$ cat config.mk
export PLATFORM = sky130hd
export DESIGN_NAME = strict_utf8_stream_decoder_core_flat
export DESIGN_NICKNAME = d
export VERILOG_FILES = /design/src/hw/rtl/su8d_pkg.sv /design/src/hw/rtl/su8d_if.sv /design/src/hw/rtl/su8d_front.sv /design/src/hw/rtl/su8d_queue.sv /design/src/hw/rtl/su8d_back.sv /design/src/hw/rtl/strict_utf8_stream_decoder_core.sv /design/src/flat_wrapper.sv
export SDC_FILE = /design/constraint.sdc
export NUM_CORES = 1
export LEC_CHECK = 0
export BUFFER_PORTS_ARGS = -buffer_cell sky130_fd_sc_hd__clkbuf_2
export CORE_MARGIN = 2
export CORE_UTILIZATION = 60
export CTS_BUF_LIST = sky130_fd_sc_hd__clkbuf_8 sky130_fd_sc_hd__clkbuf_16
export CTS_CLUSTER_SIZE = 20
export DETAILED_ROUTE_END_ITERATION = 12
export GPL_TIMING_DRIVEN = 1
export HOLD_SLACK_MARGIN = 0.02
export PLACE_DENSITY = 0.9
export REMOVE_ABC_BUFFERS = 1
export SLEW_MARGIN = 10
export SYNTH_ARGS = -nofsm -noshare
export SYNTH_HDL_FRONTEND = slang
export SYNTH_SLANG_ARGS = --single-unit
$ cat constraint.sdc
create_clock -name clk -period 8.6 [get_ports clk]
set_input_delay 0.86 -clock clk [delete_from_list [all_inputs] [get_ports clk]]
set_output_delay 0.86 -clock clk [all_outputs]
set_load 0.05 [all_outputs]
$ cat src/hw/rtl/su8d_pkg.sv
// Shared types and constants for the strict UTF-8 stream decoder.
// Used by the front, the queue, the back and the decoder core.
package su8d_pkg;

    localparam int SU8D_QUEUE_DEPTH = 4;

    localparam logic [7:0] ASCII_MAX  = 8'h7F;
    localparam logic [7:0] CONT_MIN   = 8'h80;
    localparam logic [7:0] CONT_MAX   = 8'hBF;
    localparam logic [7:0] LEAD2_MIN  = 8'hC2;
    localparam logic [7:0] LEAD2_MAX  = 8'hDF;
    localparam logic [7:0] LEAD3_MIN  = 8'hE0;
    localparam logic [7:0] LEAD3_MAX  = 8'hEF;
    localparam logic [7:0] LEAD3_SURR = 8'hED;
    localparam logic [7:0] LEAD4_MIN  = 8'hF0;
    localparam logic [7:0] LEAD4_MAX  = 8'hF4;
    localparam logic [7:0] E0_LOW     = 8'hA0;
    localparam logic [7:0] ED_HIGH    = 8'h9F;
    localparam logic [7:0] F0_LOW     = 8'h90;
    localparam logic [7:0] F4_HIGH    = 8'h8F;

    typedef enum logic [2:0] {
        CLS_ASCII,
        CLS_CONT,
        CLS_LEAD2,
        CLS_LEAD3,
        CLS_LEAD4,
        CLS_INVALID
    } su8d_class_t;

    typedef struct packed {
        logic [7:0]  data_byte;
        logic        has_byte;
        logic        end_of_buffer;
        su8d_class_t byte_class;
        logic [7:0]  low_bound;
        logic [7:0]  high_bound;
    } su8d_item_t;

    typedef struct packed {
        logic        valid;
        logic        full;
    } su8d_queue_status_t;

endpackage

$ cat src/hw/rtl/su8d_if.sv
// Channel interfaces of the decoder: byte requests in, result requests out.
// Valid/ready handshake; no dependencies.
interface su8d_byte_if;
    logic       valid;
    logic       ready;
    logic [7:0] data_byte;
    logic       has_byte;
    logic       end_of_buffer;

    modport source (output valid, output data_byte, output has_byte,
                    output end_of_buffer, input ready);
    modport sink   (input valid, input data_byte, input has_byte,
                    input end_of_buffer, output ready);
endinterface

interface su8d_result_if;
    logic        valid;
    logic        ready;
    logic        has_code_point;
    logic [20:0] code_point;
    logic [2:0]  sequence_length;
    logic        malformed;
    logic        buffer_end;
    logic        buffer_valid;

    modport source (output valid, output has_code_point, output code_point,
                    output sequence_length, output malformed, output buffer_end,
                    output buffer_valid, input ready);
    modport sink   (input valid, input has_code_point, input code_point,
                    input sequence_length, input malformed, input buffer_end,
                    input buffer_valid, output ready);
endinterface

$ cat src/hw/rtl/su8d_front.sv
// Front of the decoder: accepts byte requests and classifies each byte.
// Depends on su8d_pkg and su8d_byte_if.
module su8d_front
    import su8d_pkg::*;
(
    su8d_byte_if.sink          bytes,
    input  su8d_queue_status_t queue_status,
    output logic               push,
    output su8d_item_t         item
);

    logic [7:0] b;

    assign b           = bytes.data_byte;
    assign bytes.ready = !queue_status.full;
    assign push        = bytes.valid && !queue_status.full;

    always_comb
    begin
        item.data_byte     = b;
        item.has_byte      = bytes.has_byte;
        item.end_of_buffer = bytes.end_of_buffer;
        item.low_bound     = CONT_MIN;
        item.high_bound    = CONT_MAX;
        if (b <= ASCII_MAX)
        begin
            item.byte_class = CLS_ASCII;
        end
        else if (b <= CONT_MAX)
        begin
            item.byte_class = CLS_CONT;
        end
        else if (b >= LEAD2_MIN && b <= LEAD2_MAX)
        begin
            item.byte_class = CLS_LEAD2;
        end
        else if (b >= LEAD3_MIN && b <= LEAD3_MAX)
        begin
            item.byte_class = CLS_LEAD3;
            if (b == LEAD3_MIN)
            begin
                item.low_bound = E0_LOW;
            end
            if (b == LEAD3_SURR)
            begin
                item.high_bound = ED_HIGH;
            end
        end
        else if (b >= LEAD4_MIN && b <= LEAD4_MAX)
        begin
            item.byte_class = CLS_LEAD4;
            if (b == LEAD4_MIN)
            begin
                item.low_bound = F0_LOW;
            end
            if (b == LEAD4_MAX)
            begin
                item.high_bound = F4_HIGH;
            end
        end
        else
        begin
            item.byte_class = CLS_INVALID;
        end
    end

endmodule

$ cat src/hw/rtl/su8d_queue.sv
// Short queue of classified bytes between the front and the back.
// Depends on su8d_pkg.
module su8d_queue
    import su8d_pkg::*;
#(
    parameter int DEPTH = SU8D_QUEUE_DEPTH
)
(
    input  logic               clk,
    input  logic               rst_n,
    input  logic               push,
    input  su8d_item_t         push_item,
    input  logic               pop,
    output su8d_queue_status_t status,
    output su8d_item_t         head
);

    localparam int PTR_W = (DEPTH > 1) ? $clog2(DEPTH) : 1;
    localparam int CNT_W = $clog2(DEPTH + 1);

    su8d_item_t       entry_reg [DEPTH];
    logic [PTR_W-1:0] wr_ptr_reg;
    logic [PTR_W-1:0] wr_ptr_next;
    logic [PTR_W-1:0] rd_ptr_reg;
    logic [PTR_W-1:0] rd_ptr_next;
    logic [CNT_W-1:0] count_reg;
    logic [CNT_W-1:0] count_next;
    logic             do_push;
    logic             do_pop;

    assign status.valid = (count_reg != '0);
    assign status.full  = (count_reg == CNT_W'(DEPTH));
    assign head         = entry_reg[rd_ptr_reg];
    assign do_push      = push && !status.full;
    assign do_pop       = pop && status.valid;

    always_comb
    begin
        wr_ptr_next = wr_ptr_reg;
        rd_ptr_next = rd_ptr_reg;
        count_next  = count_reg;
        if (do_push)
        begin
            wr_ptr_next = (wr_ptr_reg == PTR_W'(DEPTH - 1)) ? '0 : wr_ptr_reg + 1'b1;
        end
        if (do_pop)
        begin
            rd_ptr_next = (rd_ptr_reg == PTR_W'(DEPTH - 1)) ? '0 : rd_ptr_reg + 1'b1;
        end
        if (do_push && !do_pop)
        begin
            count_next = count_reg + 1'b1;
        end
        else if (do_pop && !do_push)
        begin
            count_next = count_reg - 1'b1;
        end
    end

    always_ff @(posedge clk or negedge rst_n)
    begin
        if (!rst_n)
        begin
            wr_ptr_reg <= '0;
            rd_ptr_reg <= '0;
            count_reg  <= '0;
        end
        else
        begin
            wr_ptr_reg <= wr_ptr_next;
            rd_ptr_reg <= rd_ptr_next;
            count_reg  <= count_next;
        end
    end

    always_ff @(posedge clk)
    begin
        if (do_push)
        begin
            entry_reg[wr_ptr_reg] <= push_item;
        end
    end

endmodule

$ cat src/hw/rtl/su8d_back.sv
// Back of the decoder: sequence state, range checks, code point assembly and
// the registered result request. Depends on su8d_pkg and su8d_result_if.
module su8d_back
    import su8d_pkg::*;
(
    input  logic               clk,
    input  logic               rst_n,
    input  su8d_queue_status_t queue_status,
    input  su8d_item_t         item,
    output logic               pop,
    su8d_result_if.source      results
);

    logic [1:0]  rem_reg;
    logic [1:0]  rem_next;
    logic [20:0] pv_reg;
    logic [20:0] pv_next;
    logic [2:0]  size_reg;
    logic [2:0]  size_next;
    logic [7:0]  lo_reg;
    logic [7:0]  lo_next;
    logic [7:0]  hi_reg;
    logic [7:0]  hi_next;
    logic        err_reg;
    logic        err_next;

    logic        out_valid_reg;
    logic        out_valid_next;
    logic        out_cp_flag_reg;
    logic [20:0] out_cp_reg;
    logic [2:0]  out_len_reg;
    logic        out_bad_reg;
    logic        out_end_reg;
    logic        out_ok_reg;

    logic        got;
    logic        bad;
    logic        trunc;
    logic        ok;
    logic        emit;
    logic [20:0] cp;
    logic [2:0]  len;
    logic [20:0] shifted;
    logic [1:0]  rem_dec;
    logic [7:0]  b;

    assign b       = item.data_byte;
    assign shifted = {pv_reg[14:0], b[5:0]};
    assign rem_dec = rem_reg - 2'd1;
    assign pop     = queue_status.valid && (!out_valid_reg || results.ready);

    always_comb
    begin
        rem_next  = rem_reg;
        pv_next   = pv_reg;
        size_next = size_reg;
        lo_next   = lo_reg;
        hi_next   = hi_reg;
        err_next  = err_reg;
        got       = 1'b0;
        bad       = 1'b0;
        trunc     = 1'b0;
        ok        = 1'b0;
        cp        = '0;
        len       = '0;
        if (item.has_byte && !err_reg)
        begin
            if (rem_reg == 2'd0)
            begin
                case (item.byte_class)
                    CLS_ASCII:
                    begin
                        got = 1'b1;
                        cp  = {13'd0, b};
                        len = 3'd1;
                    end
                    CLS_LEAD2:
                    begin
                        pv_next   = {16'd0, b[4:0]};
                        size_next = 3'd2;
                        rem_next  = 2'd1;
                        lo_next   = item.low_bound;
                        hi_next   = item.high_bound;
                    end
                    CLS_LEAD3:
                    begin
                        pv_next   = {17'd0, b[3:0]};
                        size_next = 3'd3;
                        rem_next  = 2'd2;
                        lo_next   = item.low_bound;
                        hi_next   = item.high_bound;
                    end
                    CLS_LEAD4:
                    begin
                        pv_next   = {18'd0, b[2:0]};
                        size_next = 3'd4;
                        rem_next  = 2'd3;
                        lo_next   = item.low_bound;
                        hi_next   = item.high_bound;
                    end
                    default:
                    begin
                        bad = 1'b1;
                    end
                endcase
            end
            else if (b < lo_reg || b > hi_reg)
            begin
                bad = 1'b1;
            end
            else
            begin
                lo_next = CONT_MIN;
                hi_next = CONT_MAX;
                if (rem_dec == 2'd0)
                begin
                    got       = 1'b1;
                    cp        = shifted;
                    len       = size_reg;
                    rem_next  = 2'd0;
                    pv_next   = '0;
                    size_next = '0;
                end
                else
                begin
                    pv_next  = shifted;
                    rem_next = rem_dec;
                end
            end
            if (bad)
            begin
                err_next  = 1'b1;
                rem_next  = 2'd0;
                pv_next   = '0;
                size_next = '0;
                lo_next   = CONT_MIN;
                hi_next   = CONT_MAX;
            end
        end
        if (item.end_of_buffer)
        begin
            trunc     = !err_next && (rem_next != 2'd0);
            ok        = !(err_next || trunc);
            bad       = bad || trunc;
            rem_next  = 2'd0;
            pv_next   = '0;
            size_next = '0;
            lo_next   = CONT_MIN;
            hi_next   = CONT_MAX;
            err_next  = 1'b0;
        end
        emit = got || bad || item.end_of_buffer;
        if (pop && emit)
        begin
            out_valid_next = 1'b1;
        end
        else if (results.ready)
        begin
            out_valid_next = 1'b0;
        end
        else
        begin
            out_valid_next = out_valid_reg;
        end
    end

    always_ff @(posedge clk or negedge rst_n)
    begin
        if (!rst_n)
        begin
            rem_reg       <= 2'd0;
            pv_reg        <= '0;
            size_reg      <= '0;
            lo_reg        <= CONT_MIN;
            hi_reg        <= CONT_MAX;
            err_reg       <= 1'b0;
            out_valid_reg <= 1'b0;
        end
        else
        begin
            out_valid_reg <= out_valid_next;
            if (pop)
            begin
                rem_reg  <= rem_next;
                pv_reg   <= pv_next;
                size_reg <= size_next;
                lo_reg   <= lo_next;
                hi_reg   <= hi_next;
                err_reg  <= err_next;
            end
        end
    end

    always_ff @(posedge clk)
    begin
        if (pop && emit)
        begin
            out_cp_flag_reg <= got;
            out_cp_reg      <= cp;
            out_len_reg     <= len;
            out_bad_reg     <= bad;
            out_end_reg     <= item.end_of_buffer;
            out_ok_reg      <= ok;
        end
    end

    assign results.valid           = out_valid_reg;
    assign results.has_code_point  = out_cp_flag_reg;
    assign results.code_point      = out_cp_reg;
    assign results.sequence_length = out_len_reg;
    assign results.malformed       = out_bad_reg;
    assign results.buffer_end      = out_end_reg;
    assign results.buffer_valid    = out_ok_reg;

endmodule

$ cat src/hw/rtl/strict_utf8_stream_decoder_core.sv
// Strict UTF-8 stream decoder: one byte request in per cycle while the queue is
// not full, and at most one result request out per byte. Each byte waits in the
// byte queue (QUEUE_DEPTH entries), and its result, if any, in the single result
// register set; the two absorb stalls on either side. Malformed input is
// flagged once per buffer; the rest of that buffer is dropped until its end
// item, which always yields a result with the buffer verdict.
module strict_utf8_stream_decoder_core
    import su8d_pkg::*;
#(
    parameter int QUEUE_DEPTH = SU8D_QUEUE_DEPTH
)
(
    input  logic          clk,
    input  logic          rst_n,
    su8d_byte_if.sink     bytes,
    su8d_result_if.source results
);

    su8d_queue_status_t queue_status;
    su8d_item_t         push_item;
    su8d_item_t         head_item;
    logic               push;
    logic               pop;

    su8d_front u_front (
        .bytes        (bytes),
        .queue_status (queue_status),
        .push         (push),
        .item         (push_item)
    );

    su8d_queue #(
        .DEPTH (QUEUE_DEPTH)
    ) u_queue (
        .clk       (clk),
        .rst_n     (rst_n),
        .push      (push),
        .push_item (push_item),
        .pop       (pop),
        .status    (queue_status),
        .head      (head_item)
    );

    su8d_back u_back (
        .clk          (clk),
        .rst_n        (rst_n),
        .queue_status (queue_status),
        .item         (head_item),
        .pop          (pop),
        .results      (results)
    );

endmodule

$ cat src/flat_wrapper.sv
// flat-port wrapper written by rule: the top's interface ports become plain ports
module strict_utf8_stream_decoder_core_flat import su8d_pkg::*;
#(
    parameter int QUEUE_DEPTH = SU8D_QUEUE_DEPTH
)
  (clk, rst_n, bytes_valid, bytes_data_byte, bytes_has_byte, bytes_end_of_buffer, bytes_ready, results_valid, results_has_code_point, results_code_point, results_sequence_length, results_malformed, results_buffer_end, results_buffer_valid, results_ready);
  su8d_byte_if bytes_i ();
  su8d_result_if results_i ();
  input  logic clk;
  input  logic rst_n;
  input wire logic [$bits(bytes_i.valid)-1:0] bytes_valid;
  input wire logic [$bits(bytes_i.data_byte)-1:0] bytes_data_byte;
  input wire logic [$bits(bytes_i.has_byte)-1:0] bytes_has_byte;
  input wire logic [$bits(bytes_i.end_of_buffer)-1:0] bytes_end_of_buffer;
  output wire logic [$bits(bytes_i.ready)-1:0] bytes_ready;
  output wire logic [$bits(results_i.valid)-1:0] results_valid;
  output wire logic [$bits(results_i.has_code_point)-1:0] results_has_code_point;
  output wire logic [$bits(results_i.code_point)-1:0] results_code_point;
  output wire logic [$bits(results_i.sequence_length)-1:0] results_sequence_length;
  output wire logic [$bits(results_i.malformed)-1:0] results_malformed;
  output wire logic [$bits(results_i.buffer_end)-1:0] results_buffer_end;
  output wire logic [$bits(results_i.buffer_valid)-1:0] results_buffer_valid;
  input wire logic [$bits(results_i.ready)-1:0] results_ready;
  assign bytes_i.valid = bytes_valid;
  assign bytes_i.data_byte = bytes_data_byte;
  assign bytes_i.has_byte = bytes_has_byte;
  assign bytes_i.end_of_buffer = bytes_end_of_buffer;
  assign bytes_ready = bytes_i.ready;
  assign results_valid = results_i.valid;
  assign results_has_code_point = results_i.has_code_point;
  assign results_code_point = results_i.code_point;
  assign results_sequence_length = results_i.sequence_length;
  assign results_malformed = results_i.malformed;
  assign results_buffer_end = results_i.buffer_end;
  assign results_buffer_valid = results_i.buffer_valid;
  assign results_i.ready = results_ready;
  strict_utf8_stream_decoder_core #(.QUEUE_DEPTH(QUEUE_DEPTH)) u_core (.clk(clk), .rst_n(rst_n), .bytes(bytes_i), .results(results_i));
endmodule
* Yosys cells after proc, flatten, opt, wreduce, memory -nomap -nowiden *
Memories as Yosys holds them, arrays and structs flattened.
Index checks and enable logic that the tools add are counted.

word-level totals
  flip-flop bits (word level) = 73
  bits in writable memories = 116
  input port bits = 14
  output and inout bits = 30
  logic and storage cells = 160
  memories = 1

operators by class
  add/subtract/negate cells = 5
  order comparisons = 10
  eq/ne operators = 13
  mux-type cells = 76
  reductions and logical operators = 39

memory list
  memory                    depth  bits a word  read ports  clocked after memory_dff  write ports  RTL line          source
  u_core.u_queue.entry_reg  4      29           1           0                         1            su8d_queue.sv:21  su8d_item_t entry_reg [DEPTH];

operators with widths
  operator                                                number
  2-to-1 mux 8 bit                                        13
  2-to-1 mux 15 bit                                       6
  2-to-1 mux 16 bit                                       4
  2-to-1 mux 21 bit                                       3
  case mux 15 bit (3 select lines)                        1
  2-to-1 mux 3 bit                                        14
  equality test 8 bit (second input constant)             4
  <= comparator 8 bit (second input constant)             4
  >= comparator 8 bit (second input constant)             3
  2-to-1 mux 1 bit                                        20
  2-to-1 mux 19 bit                                       1
  2-to-1 mux 6 bit                                        3
  2-to-1 mux 2 bit                                        8
  logical AND 1 bit                                       12
  case mux 3 bit (3 select lines)                         1
  greater-than comparator 8 bit                           1
  <= comparator 8 x 7 -> 1 bit (second input constant)    1
  < comparator 8 bit                                      1
  inequality test 4 x 3 -> 1 bit (second input constant)  2
  AND reduction 4 bit                                     2
  nonzero test 2 bit                                      4
  zero test 1 bit                                         7
  equality test 3 x 2 -> 1 bit (second input constant)    2
  equality test 3 bit (second input constant)             2
  16 further kinds                                        24

* Longest topological paths before layout *
Gate-level depths: netlist of the first run.
An unclocked memory read counts as a cell.

  depth after elaboration = 16
  mapped depth = 11
  mapped depth without buffers = 9

* Modules after synthesis *
From an unflattened synthesis of the first run, not the netlist that was laid out.

unflattened totals
  cells, all modules = 507
  area, all modules = 8071.5 um^2

by module, submodules not included
  module      times used  cells each  area each (um^2)  sequential area each (um^2)
  su8d_queue  1           188         4664.5            3658.5
  su8d_back   1           271         3104.2            1801.7
  su8d_front  1           48          302.8             0.0

* Worst setup path before layout of the first run *
OpenSTA, ideal clock, no wires.

  path type = flip-flop to flip-flop
  start = reg u_core.u_queue.rd_ptr_reg[0]
  end = reg u_core.u_back.out_end_reg, in the netlist u_core.u_back.results.buffer_end (enable)
  setup time = 432 ps
  data arrival time = 4121 ps
  data required time = 8168 ps
  setup slack = 4047 ps
  stages on the path, launching flop included = 11
  buffers on the path = 2
  period minus slack after synthesis = 4553 ps
  cells stage by stage = dfrtp_1 > buf_6 > buf_6 > mux4_2 > ha_1 > nand3_2 > o22ai_2 > a41oi_4 > nor3_4 > nor2_2 > a31oi_1

on the way
  longest elaborated chain between the ends = 15
  elaborated cells between the ends (all ways) = 34
  those cells by class = 2 x order compare; 3 x eq/ne; 17 x mux; 11 x reduce/logical; 1 x memory

ends and longest elaborated chain
  item                                                    RTL line                           source
  start, declared                                         su8d_queue.sv:24                   logic [PTR_W-1:0] rd_ptr_reg;
  start signal, assigned                                  su8d_queue.sv:71                   rd_ptr_reg <= rd_ptr_next;
  memory read (4 x 29 bit) *                              -
  < comparator 8 bit, or another cell as far along        su8d_back.sv:107                   else if (b < lo_reg || b > hi_reg)
  logical OR 1 bit or OR reduction 4 bit (tied branches)  -
  2-to-1 mux 1 bit (on tied branches)                     su8d_back.sv:107, su8d_back.sv:70
  2-to-1 mux 1 bit                                        su8d_back.sv:68                    if (rem_reg == 2'd0)
  2-to-1 mux 1 bit                                        su8d_back.sv:66                    if (item.has_byte && !err_reg)
  2-to-1 mux 2 bit or 2-to-1 mux 1 bit (tied branches)    su8d_back.sv:130                   if (bad)
  2-to-1 mux 2 bit or 2-to-1 mux 1 bit (tied branches)    su8d_back.sv:66
  nonzero test 2 bit or zero test 1 bit (tied branches)   su8d_back.sv:142                   trunc = !err_next && (rem_next != 2'd0);
  logical AND 1 bit                                       su8d_back.sv:142
  logical OR 1 bit                                        su8d_back.sv:144                   bad = bad || trunc;
  2-to-1 mux 1 bit                                        su8d_back.sv:140                   if (item.end_of_buffer)
  logical OR 1 bit                                        su8d_back.sv:152                   emit = got || bad || item.end_of_buffer;
  logical OR 1 bit *                                      su8d_back.sv:152
  logical AND 1 bit *                                     su8d_back.sv:196                   if (pop && emit)
  end signal, assigned                                    su8d_back.sv:202                   out_end_reg <= item.end_of_buffer;
  end, declared                                           su8d_back.sv:33                    logic out_end_reg;

Mark *: on every way between the ends. The rest lies on a longest branch, timed or not. The select of a mux whose other input is x is not followed.
A chain may end at the register's enable or synchronous reset.

* Worst setup path after layout of the first run *
  start = reg u_core.u_queue.rd_ptr_reg[1]
  end = reg u_core.u_back.out_cp_reg[5], in the netlist u_core.u_back.results.code_point[5] (enable)

on the way
  longest elaborated chain between the ends = 15
  elaborated cells between the ends (all ways) = 34
  those cells by class = 2 x order compare; 3 x eq/ne; 17 x mux; 11 x reduce/logical; 1 x memory

ends and longest elaborated chain
  item                                                    RTL line                           source
  memory read (4 x 29 bit) *                              -
  < comparator 8 bit, or another cell as far along        su8d_back.sv:107
  logical OR 1 bit or OR reduction 4 bit (tied branches)  -
  2-to-1 mux 1 bit (on tied branches)                     su8d_back.sv:107, su8d_back.sv:70
  2-to-1 mux 1 bit                                        su8d_back.sv:68
  2-to-1 mux 1 bit                                        su8d_back.sv:66
  2-to-1 mux 2 bit or 2-to-1 mux 1 bit (tied branches)    su8d_back.sv:130
  2-to-1 mux 2 bit or 2-to-1 mux 1 bit (tied branches)    su8d_back.sv:66
  nonzero test 2 bit or zero test 1 bit (tied branches)   su8d_back.sv:142
  logical AND 1 bit                                       su8d_back.sv:142
  logical OR 1 bit                                        su8d_back.sv:144
  2-to-1 mux 1 bit                                        su8d_back.sv:140
  logical OR 1 bit                                        su8d_back.sv:152
  logical OR 1 bit *                                      su8d_back.sv:152
  logical AND 1 bit *                                     su8d_back.sv:196
  end signal, assigned                                    su8d_back.sv:199                   out_cp_reg <= cp;
  end, declared                                           su8d_back.sv:30                    logic [20:0] out_cp_reg;

Marks and branches as above.

==> results of run 1 <==
power by group through the flow:
stage,logic [W],clock network [W],registers [W]
finish,0.00109,0.000687,0.000975
global route,0.00118,0.000718,0.000993
CTS,0.00109,0.000695,0.000977
detailed placement,0.00109,0,0.000988
global placement,0.00106,0,0.000973
floorplan,0.000582,0,0.00123
metal layers:
layer | global-route usage (%) | part of all wire (%) | vias to the layer above
met4 | 7.482 | 1.1 | 0
met5 | 0 | 0 | -
met3 | 6.685 | 4.5 | 12
met1 | 28.48 | 42 | 1537
li1 | - | - | 1432
met2 | 35.71 | 52 | 96
logic make-up (layout without fill, tap and decap cells):
family / count (synthesis) / in the layout
XOR/XNOR: 4 / 4
multiplexers: 24 / 24
AND/OR/NAND/NOR: 94 / 94
buffers and inverters: 27 / 92
flip-flops: 129 / 129
AO/OA/AOI/OAI: 56 / 56
adder cells (fa/ha/maj): 12 / 12
area by class of cell:
cell class / count / area, µm² / share of cell area, %
Inverter: 16 / 60.06 / 0.9423
Timing Repair Buffer: 44 / 222.7 / 3.494
Clock buffer: 17 / 414.1 / 6.498
Multi-Input combinational cell: 190 / 1672 / 26.23
Sequential cell: 129 / 3711 / 58.23
Clock inverter: 15 / 158.9 / 2.493
Tap cell: 108 / 135.1 / 2.120
how the worst min path moves through the flow:
stage | cells after the start | slack (ns) | endpoint
after global placement | 1 | 0.47 | u_core.u_back.size_reg[1]
after detailed placement | 1 | 0.47 | u_core.u_back.size_reg[1]
after CTS | 1 | 0.43 | u_core.u_queue.rd_ptr_reg[0]
after global routing | 1 | 0.48 | u_core.u_queue.count_reg[2]
final | 1 | 0.42 | u_core.u_queue.rd_ptr_reg[0]
after floorplan | 1 | 0.45 | u_core.u_back.size_reg[1]
placed cells by master, fill, tap and decap left out, types with 11 or more instances in the layout:
| cell | netlist | layout |
|---|---|---|
| edfxtp_1 | 96 | 96 |
| clkbuf_2 | 0 | 43 |
| dfrtp_1 | 31 | 31 |
| nand2_1 | 26 | 26 |
| and2_1 | 19 | 19 |
| inv_1 | 16 | 16 |
| a22o_1 | 16 | 16 |
| clkbuf_16 | 0 | 16 |
| nor2_1 | 15 | 15 |
| mux4_2 | 14 | 14 |
| ha_1 | 11 | 11 |
metrics by stage:
step | hold slack, ns | setup WS [ns] | utilization, %
6_report | 0.4196 | 4.470 | 72.38
5_1_grt | 0.4814 | 4.166 | 72.38
4_1_cts | 0.4343 | 4.440 | 72.38
3_5_place_dp | 0.4731 | 4.450 | 65.87
3_3_place_gp | 0.4659 | 4.622 | 65.87
2_1_floorplan | 0.4489 | 3.615 | -
worst reg2reg max path, stage by stage (launching register included):
cell     delay (ns)
dfrtp_1        0.91
mux4_2         0.48
ha_1           0.36
nand3_2        0.09
o22ai_2        0.22
a41oi_4        0.19
nor3_4         0.53
nor2_2         0.17
a31oi_4        0.79
==> reports/results.txt, run 1 <==
part of the cycle the worst path needs: 48.02%
Final ANT Viol Nets: 0
synthesized area: 5507 µm²
postcts setup bufs: 0
Pre-antenna DRT Iters: 5
RSZ-0062 raised after global routing: no
sequential fraction of the synthesis area: 67.39%
leading cell type by number of instances after synthesis: edfxtp_1
r2r endpoint: u_core.u_back.results.code_point[5]
Tot GR Track Use: 21.90%
CTS Hold Bufs: 0
CP max stage cell: dfrtp_1
top achievable clock speed: 242.1 MHz
die area: 9960 µm²
synthesized area per cell: 15.91 µm²
largest family of logic cells by synthesized area: simple AND/OR/NAND/NOR gates
Diodes inserted: 0
total number of vias: 3077
Sw Share: 40.04%
power density over cell area: 431.9 nW/µm²
multiplexer share of the synthesized area: 8.248%
I/O pins: 44
Ys Warns: 0
share of cells above drive strength 1: 27.25%
kind of start point of the critical path: register
maximum vdd drop: 0.2027 mV
Setup TNS: 0 ns
final worst path period need: 4.130 ns
Total Power: 0.002753 W
Crit. path cell count: 8
largest net degree at the start of global routing: 34
Synth area leaders: edfxtp_1 52%, dfrtp_1 14%, mux4_2 5.7%
Comb power frac: 39.6%
count of cell types in the netlist: 57
Final Hold Fails: 0
Post-synth ARST share: 25.58%
clock root cell: clkbuf_8
xor/xnor share of the synthesized area: 0.6362%
Commonest cells post-synth: 96 x edfxtp_1, 31 x dfrtp_1, 26 x nand2_1
via density per instance: 5.929
# port buffers: 43
placed instance count: 487
clk_lat worst skew: 0.52 ns
cell area after layout: 6374 µm²
#FFs+latches synth: 129
post-CTS resize count: 0
Core ar.: 8806 µm²
DR iter-0 viols: 117
final clock skew: 0.01043 ns
RD Place Congestion: 0.9248
CP Cell Sequence: mux4_2, ha_1, nand3_2, o22ai_2, a41oi_4, nor3_4, nor2_2, a31oi_4
die height: 99.80 µm
fin nets: 424
CP max stage delay: 0.91 ns
worst setup path end: u_core.u_back.results.code_point[5]
area grow syn2layout: 15.75%
Clock Tree Buf Depth: 2
post-detailed-route wirelength per cell: 19.03 µm
Most used DFF post-synth: edfxtp_1
Synth top area share: 52.35%
R2R depth: 8
CTS tree: built
Max-Cap Viols: 0
Synth Area in Compound Gates: 8.589%
Setup violations, final: 0
Post-synth EDFFs: 96
Setup CP Type: register to register
Worst-path clk slew: 0.06 ns
clock network power share: 25.0%
Max Slew Vio Count: 0
Slew HR: 37.54%
Sink Count: 129
Initial Util: 62.53%
crit-path max FO: 29
leading area contributor after synthesis: edfxtp_1
cts bufs inserted: 17
critical path data arrival time: 4.27 ns
Finished Layout Cells: 519
Post-Route WL: 9.874 mm
sw power: 0.001102 W
Worst R2R Start: u_core.u_queue.rd_ptr_reg[1]
WP data required: 8.74 ns
post-detail-place hpwl: 6.633 mm
Crit. Startpoint: u_core.u_queue.rd_ptr_reg[1]
Adder-Cell Fraction of Synth Area: 2.863%
grt total ovfl: 0
Bufs and invs on worst path: 0
Synth Area in Simple Gates: 9.748%
outcome: finished, final reports clean
htree depth: 4
number of flip-flops in the largest register: 68
R2R Setup Slk: 4.47 ns
critical path endpoint category: register
Pleak: 2.529 nW
worst min path class: input pin to async pin
num rows: 34
Mapped Cells: 346
Fillers: 557
die width: 99.80 µm
vias in the first global route: 3139
Worst Tran Pin Value: 0.9369 ns
Int Power: 0.001651 W
first-pass GRT wire length: 15.93 mm
total placed instance area: 5801 µm²
top cell family by delay on the critical path: compound AO/OA/AOI/OAI gates
Flop pwr share: 35.4%
initial antenna violation count: 0
DRC Markers: 0
Note: power is estimated with default switching activity, not from simulation.
==> run 2: changes to the inputs <==
- CORE_UTILIZATION: 60 -> 59
- PLACE_DENSITY: 0.9 -> 0.89
- clock period: 8.6 -> 3.95 ns (I/O delays scaled with it)
==> run 2 against run 1 <==
Compared with the run above: non-clock buffer count is 5 higher; combinational power up 120%; clock skew up 0.0030 ns; cell count is 1.5% higher; critical path type unchanged; largest cell class unchanged.
==> reports/results.txt, run 2 (synthesis gave the netlist of run 1 again) <==
clk_lat worst skew: 0.52 ns (about the same)
final clock skew: 0.01343 ns (+0.002993 ns)
vias in the first global route: 3111 (-0.89%)
die area: 10120 µm² (+1.6%)
share of cells above drive strength 1: 28.37% (+1.1 points)
total number of vias: 3092 (+0.49%)
clock network power share: 23.6% (-1.4 points)
Tot GR Track Use: 21.68% (-0.22 points)
outcome: finished, final reports clean
initial antenna violation count: 0 (unchanged)
die width: 100.6 µm (+0.81%)
placed instance count: 494 (+1.4%)
Pre-antenna DRT Iters: 4 (-1)
Setup CP Type: register to register
maximum vdd drop: 0.4854 mV (+140%)
Pleak: 2.533 nW (+0.18%)
part of the cycle the worst path needs: 84.40% (+36 points)
CP Cell Sequence: mux4_2, ha_1, nand3_2, o22ai_2, a41oi_4, nor3_4, buf_4, nor2_2, a31oi_4, buf_4
largest net degree at the start of global routing: 34 (unchanged)
Int Power: 0.003493 W (+110%)
grt total ovfl: 0 (unchanged)
RSZ-0062 raised after global routing: no
num rows: 35 (+2.9%)
Clock Tree Buf Depth: 2 (unchanged)
clock root cell: clkbuf_8
die height: 100.6 µm (+0.81%)
worst min path class: input pin to register
post-detailed-route wirelength per cell: 18.56 µm (-2.5%)
Crit. Startpoint: u_core.u_queue.rd_ptr_reg[1]
CP max stage delay: 0.65 ns (-0.26 ns)
most common cell after layout, fill and taps aside: edfxtp_1
first-pass GRT wire length: 15.99 mm (+0.35%)
DR iter-0 viols: 159 (+36%)
RD Place Congestion: 0.8725 (-5.7%)
Flop pwr share: 35.6% (+0.2 points)
Core ar.: 9153 µm² (+3.9%)
Final Hold Fails: 0 (unchanged)
Comb power frac: 40.8% (+1.2 points)
Max-Cap Viols: 0 (unchanged)
Bufs and invs on worst path: 2 (+2)
worst hold slack: 0.1040 ns (-0.3156 ns)
CP dominant cell by count: buf_4
critical path data arrival time: 3.52 ns (-0.75 ns)
Worst R2R Start: u_core.u_queue.rd_ptr_reg[1]
# port buffers: 43 (unchanged)
top achievable clock speed: 300.0 MHz (+24%)
Max Slew Vio Count: 0 (unchanged)
htree depth: 4 (unchanged)
Sink Count: 129 (unchanged)
postcts setup bufs: 0 (unchanged)
cts bufs inserted: 17 (unchanged)
sw power: 0.002427 W (+120%)
fin nets: 429 (+1.2%)
via density per instance: 5.867 (-1.0%)
I/O pins: 44 (unchanged)
Diodes inserted: 0 (unchanged)
crit-path max FO: 26 (-10%)
area grow syn2layout: 15.88%
CTS tree: built
number of flip-flops in the largest register: 68 (unchanged)
hold_sp: bytes_end_of_buffer
Setup violations, final: 0 (unchanged)
commonest non-fill, non-tap cells in the layout: 96 x edfxtp_1, 43 x clkbuf_2, 31 x dfrtp_1
WP data required: 4.14 ns (-4.60 ns)
Worst Tran Pin Value: 0.9057 ns (-0.03116 ns)
Fillers: 587 (+5.4%)
post-detail-place hpwl: 6.500 mm (-2.0%)
Initial Util: 60.16% (-2.4 points)
critical path endpoint category: register
Slew HR: 39.62% (+2.1 points)
kind of start point of the critical path: register
top cell family by delay on the critical path: flip-flops
power density over cell area: 927.9 nW/µm² (+110%)
final worst path period need: 3.334 ns (-0.7961 ns)
DRC Markers: 0 (unchanged)
Final ANT Viol Nets: 0 (unchanged)
Total Power: 0.005921 W (+120%)
Worst-path clk slew: 0.06 ns (about the same)
Finished Layout Cells: 527 (+1.5%)
final core utilization: 69.72% (-2.7 points)
Sw Share: 41.00% (+0.96 points)
Post-Route WL: 9.780 mm (-0.95%)
CP max stage cell: dfrtp_1
## run 2: repair_timing
action                    4_1_cts  5_1_grt
hold endpoints to repair       31        0
gates resized for setup         0        0
hold buffers                    1        0
## run 2: cell type report
type / instances / area, µm² / area share [%]
clock buffers: 17 / 414.1 / 6.490
clock inverters: 15 / 122.6 / 1.922
inverters: 16 / 60.06 / 0.9412
multi-input cells: 190 / 1672 / 26.20
flip-flops and latches: 129 / 3711 / 58.16
well taps: 111 / 138.9 / 2.176
repair buffers: 49 / 262.8 / 4.118
## run 2: path summary, 6_finish.rpt
path | end | cells after the start | slack, ns
worst max register to register | u_core.u_back.results.code_point[3] | 10 | 0.62
worst max-delay path | u_core.u_back.results.code_point[3] | 10 | 0.62
worst min register to register | u_core.u_back.size_reg[1] | 1 | 0.49
worst min-delay path | u_core.u_queue.entry_reg[0][19] | 1 | 0.10
min in group asynchronous | u_core.u_queue.wr_ptr_reg[0] | 2 | 0.51
max in group asynchronous | u_core.u_back.pv_reg[9] | 2 | 2.90
## run 2: stage by stage
step	cell area, µm²	setup WS (ns)	TNS, ns
detailed placement	5834	0.6356	0
global placement	5834	0.6566	0
CTS	6381	0.6076	0
finish	6381	0.6161	0
floorplan	5428	-1.035	-29.78
global route	6381	0.4387	0
## run 2: worst reg2reg max path, delay by kind of cell, from the launching register on
family	cells	cell delay, ns
flops	1	0.65
compound gates	3	0.59
buf+inv	2	0.56
mux	1	0.43
simple gates	3	0.39
fa+ha+maj	1	0.36
## run 2: power by group through the flow
| stage | clock, W | sequential (W) | combinational [W] |
|---|---|---|---|
| 6_report | 0.00140 | 0.00211 | 0.00241 |
| 3_3_place_gp | 0 | 0.00211 | 0.00237 |
| 2_1_floorplan | 0 | 0.00269 | 0.00127 |
| 3_5_place_dp | 0 | 0.00214 | 0.00240 |
| 4_1_cts | 0.00142 | 0.00211 | 0.00242 |
| 5_1_grt | 0.00148 | 0.00215 | 0.00261 |
## run 2: per-layer routing
metal | wire length (µm) | part of all wire, % | GRT usage (%)
met1 | 4309 | 44 | 27.99
met2 | 4947 | 51 | 35.08
met3 | 372 | 3.8 | 5.548
met4 | 150 | 1.5 | 9.484
met5 | 0 | 0 | 0
==> run 3: changes to the inputs <==
- ABC_AREA: default -> 1
- CORE_UTILIZATION: 59 -> 60
- PLACE_DENSITY: 0.89 -> 0.9
- clock period: 3.95 -> 3.13 ns (I/O delays scaled with it)
==> run 3 against run 2 <==
Compared with the run above: first-iteration DRC count increased by 31%; critical path type unchanged; maximum frequency up 20%; synthesized cell count rose by 53%; routed wire length up 18%; largest cell class unchanged; clock skew down 0.0081 ns.
==> reports/results.txt, run 3 <==
outcome: finished, final reports clean
Max Slew Vio Count: 0 (unchanged)
Worst Tran Pin Value: 0.8478 ns (-0.05792 ns)
worst min path class: input pin to register
top achievable clock speed: 359.4 MHz (+20%)
I/O pins: 44 (unchanged)
# port buffers: 43 (unchanged)
CTS tree: built
hold_sp: bytes_data_byte[6]
Ys Warns: 0 (unchanged)
RSZ-0062 raised after global routing: no
Synth area leaders: edfxtp_1 51%, dfrtp_1 14%, nand2_1 8.7%
Synth top area share: 50.52% (-1.8 points)
num rows: 35 (unchanged)
final clock skew: 0.005357 ns (-0.008069 ns)
post-detail-place hpwl: 7.597 mm (+17%)
leading cell type by number of instances after synthesis: nand2_1
Core ar.: 9240 µm² (+0.96%)
initial antenna violation count: 0 (unchanged)
Synth Area in Simple Gates: 18.66% (+8.9 points)
Worst R2R Start: u_core.u_queue.rd_ptr_reg[1]
count of cell types in the netlist: 43 (-25%)
Setup violations, final: 0 (unchanged)
Tot GR Track Use: 24.69% (+3.0 points)
final worst path period need: 2.782 ns (-0.5515 ns)
number of flip-flops in the largest register: 68 (unchanged)
Synth Area in Compound Gates: 6.972% (-1.6 points)
dpl ws: 0.1865 ns (-0.4492 ns)
hold depth: 1 (unchanged)
Sink Count: 129 (unchanged)
multiplexer share of the synthesized area: 0% (-8.2 points)
die height: 101.5 µm (+0.91%)
cts bufs inserted: 17 (unchanged)
Mapped Cells: 528 (+53%)
R2R Setup Slk: 0.35 ns (-0.27 ns)
via density per instance: 5.436 (-7.3%)
RD Place Congestion: 0.8669 (-0.64%)
largest family of logic cells by synthesized area: simple AND/OR/NAND/NOR gates
total number of vias: 3990 (+29%)
clock root cell: clkbuf_8
#FFs+latches synth: 129 (unchanged)
Post-synth EDFFs: 96 (unchanged)
hold endpoint: u_core.u_queue.entry_reg[3][27]
critical path endpoint category: register
kind of start point of the critical path: register
DRC Markers: 0 (unchanged)
fin nets: 618 (+44%)
sequential fraction of the synthesis area: 65.03% (-2.4 points)
Post-Route WL: 11.53 mm (+18%)
leading area contributor after synthesis: edfxtp_1
Diodes inserted: 0 (unchanged)
post-detailed-route wirelength per cell: 15.71 µm (-15%)
Worst-path clk slew: 0.06 ns (about the same)
Setup CP Type: register to register
r2r endpoint: u_core.u_back.results.code_point[14]
slack of the critical path: 0.3476 ns (-0.2685 ns)
Final Hold Fails: 0 (unchanged)
synthesized area per cell: 10.81 µm² (-32%)
Final ANT Viol Nets: 0 (unchanged)
area grow syn2layout: 17.17%
Clock Tree Buf Depth: 2 (unchanged)
Most used DFF post-synth: edfxtp_1
R2R depth: 18 (+8)
Initial Util: 61.76% (+1.6 points)
share of cells above drive strength 1: 19.50% (-8.9 points)
Adder-Cell Fraction of Synth Area: 2.763% (-0.10 points)
first-pass GRT wire length: 19.11 mm (+20%)
Post-synth ARST share: 25.58% (unchanged)
critical path data arrival time: 3.00 ns (-0.52 ns)
synthesized area: 5707 µm² (+3.6%)
part of the cycle the worst path needs: 88.89% (+4.5 points)
commonest non-fill, non-tap cells in the layout: 133 x nand2_1, 96 x edfxtp_1, 62 x inv_1
die width: 101.5 µm (+0.91%)
xor/xnor share of the synthesized area: 0.3070% (-0.33 points)
Commonest cells post-synth: 133 x nand2_1, 96 x edfxtp_1, 62 x nor2_1
htree depth: 4 (unchanged)
clk_lat worst skew: 0.52 ns (about the same)
DR iter-0 viols: 208 (+31%)
vias in the first global route: 4013 (+29%)
grt total ovfl: 0 (unchanged)
largest net degree at the start of global routing: 34 (unchanged)
Pre-antenna DRT Iters: 5 (+1)
Max-Cap Viols: 0 (unchanged)
postcts setup bufs: 0 (unchanged)
Slew HR: 43.48% (+3.9 points)
WP data required: 3.35 ns (-0.79 ns)
crit-path max FO: 28 (+7.7%)
most common cell after layout, fill and taps aside: nand2_1
die area: 10310 µm² (+1.8%)
[run 3: cell count changes after synthesis, moves of 9 or more]
| cell | delta |
|---|---|
| nand2_1 | +107 |
| nor2_1 | +47 |
| inv_1 | +45 |
| nand3_1 | +26 |
| and2_1 | -19 |
| a22o_1 | -16 |
| mux4_2 | -14 |
| o21ai_1 | +12 |
| o21ai_0 | +9 |
[run 3: routing by layer]
layer  global-route usage (%)  vias up  wire, µm
met5                        0        -         0
li1                         -     1891         -
met1                    30.28     1897      4488
met2                    41.85      168      5907
met4                    10.19        0       327
met3                    6.349       34       810
[run 3: kinds of logic after synthesis]
family,count (synthesis)
fa+ha+maj,12
flops,129
xor+xnor,2
simple gates,245
compound gates,58
buf+inv,82
[run 3: area by class of cell]
type | count | area [µm²]
clock buffers | 17 | 414.1
clock inverters | 15 | 120.1
fillers | 601 | 2554
inverters | 67 | 261.5
multi-input cells | 317 | 1648
flip-flops and latches | 129 | 3712
well taps | 129 | 161.4
repair buffers | 60 | 369.1
[run 3: per-stage QoR]
step / std cells / TNS, ns / util [%] / hold WS [ns] / cell area, µm²
6_report: 734 / 0 / 72.36 / 0.03847 / 6686
5_1_grt: 734 / 0 / 72.36 / 0.03378 / 6686
4_1_cts: 734 / 0 / 72.17 / 0.03014 / 6669
3_5_place_dp: 698 / 0 / 65.96 / 0.4484 / 6095
3_3_place_gp: 698 / 0 / 65.96 / 0.4428 / 6095
2_1_floorplan: 513 / -15.93 / - / 0.01741 / 5608
[run 3: worst max path at each step]
stage | startpoint | to | slack (ns)
2_1_floorplan | u_core.u_queue.rd_ptr_reg[0] | u_core.u_back.results.buffer_end | -0.57
3_3_place_gp | u_core.u_queue.rd_ptr_reg[0] | u_core.u_back.results.code_point[5] | 0.36
3_5_place_dp | u_core.u_queue.rd_ptr_reg[0] | u_core.u_back.results.code_point[0] | 0.19
4_1_cts | u_core.u_queue.rd_ptr_reg[0] | u_core.u_back.results.code_point[20] | 0.18
5_1_grt | u_core.u_queue.rd_ptr_reg[1] | u_core.u_back.results.code_point[3] | 0.02
6_report | u_core.u_queue.rd_ptr_reg[1] | u_core.u_back.results.code_point[14] | 0.35
[run 3: worst max-delay path, cell delays in order (launching register included)]
cell and delay, ns:
dfrtp_1 0.43, buf_6 0.21, nand3_1 0.10, nand2_1 0.11
inv_1 0.08, ha_1 0.29, nand2_1 0.06, nor2_1 0.10
nand3_1 0.08, nand2_1 0.09, nand2_2 0.09, nor2_2 0.14
nand2_2 0.08, nand2_1 0.09, inv_2 0.09, nand3_1 0.08
nand2_1 0.07, inv_1 0.10, buf_12 0.19
[run 3: repair_timing]
| item | 4_1_cts | 5_1_grt |
|---|---|---|
| hold endpoints to repair | 40 | 0 |
| hold buffers | 4 | 0 |
| gates resized for setup | 0 | 5 |
| endpoints found under the setup margin | 0 | 28 |
Power of run 3 is left out: the tool's default activity adds up to more than one toggle a clock period on the data nets, which glitch-free logic cannot reach.
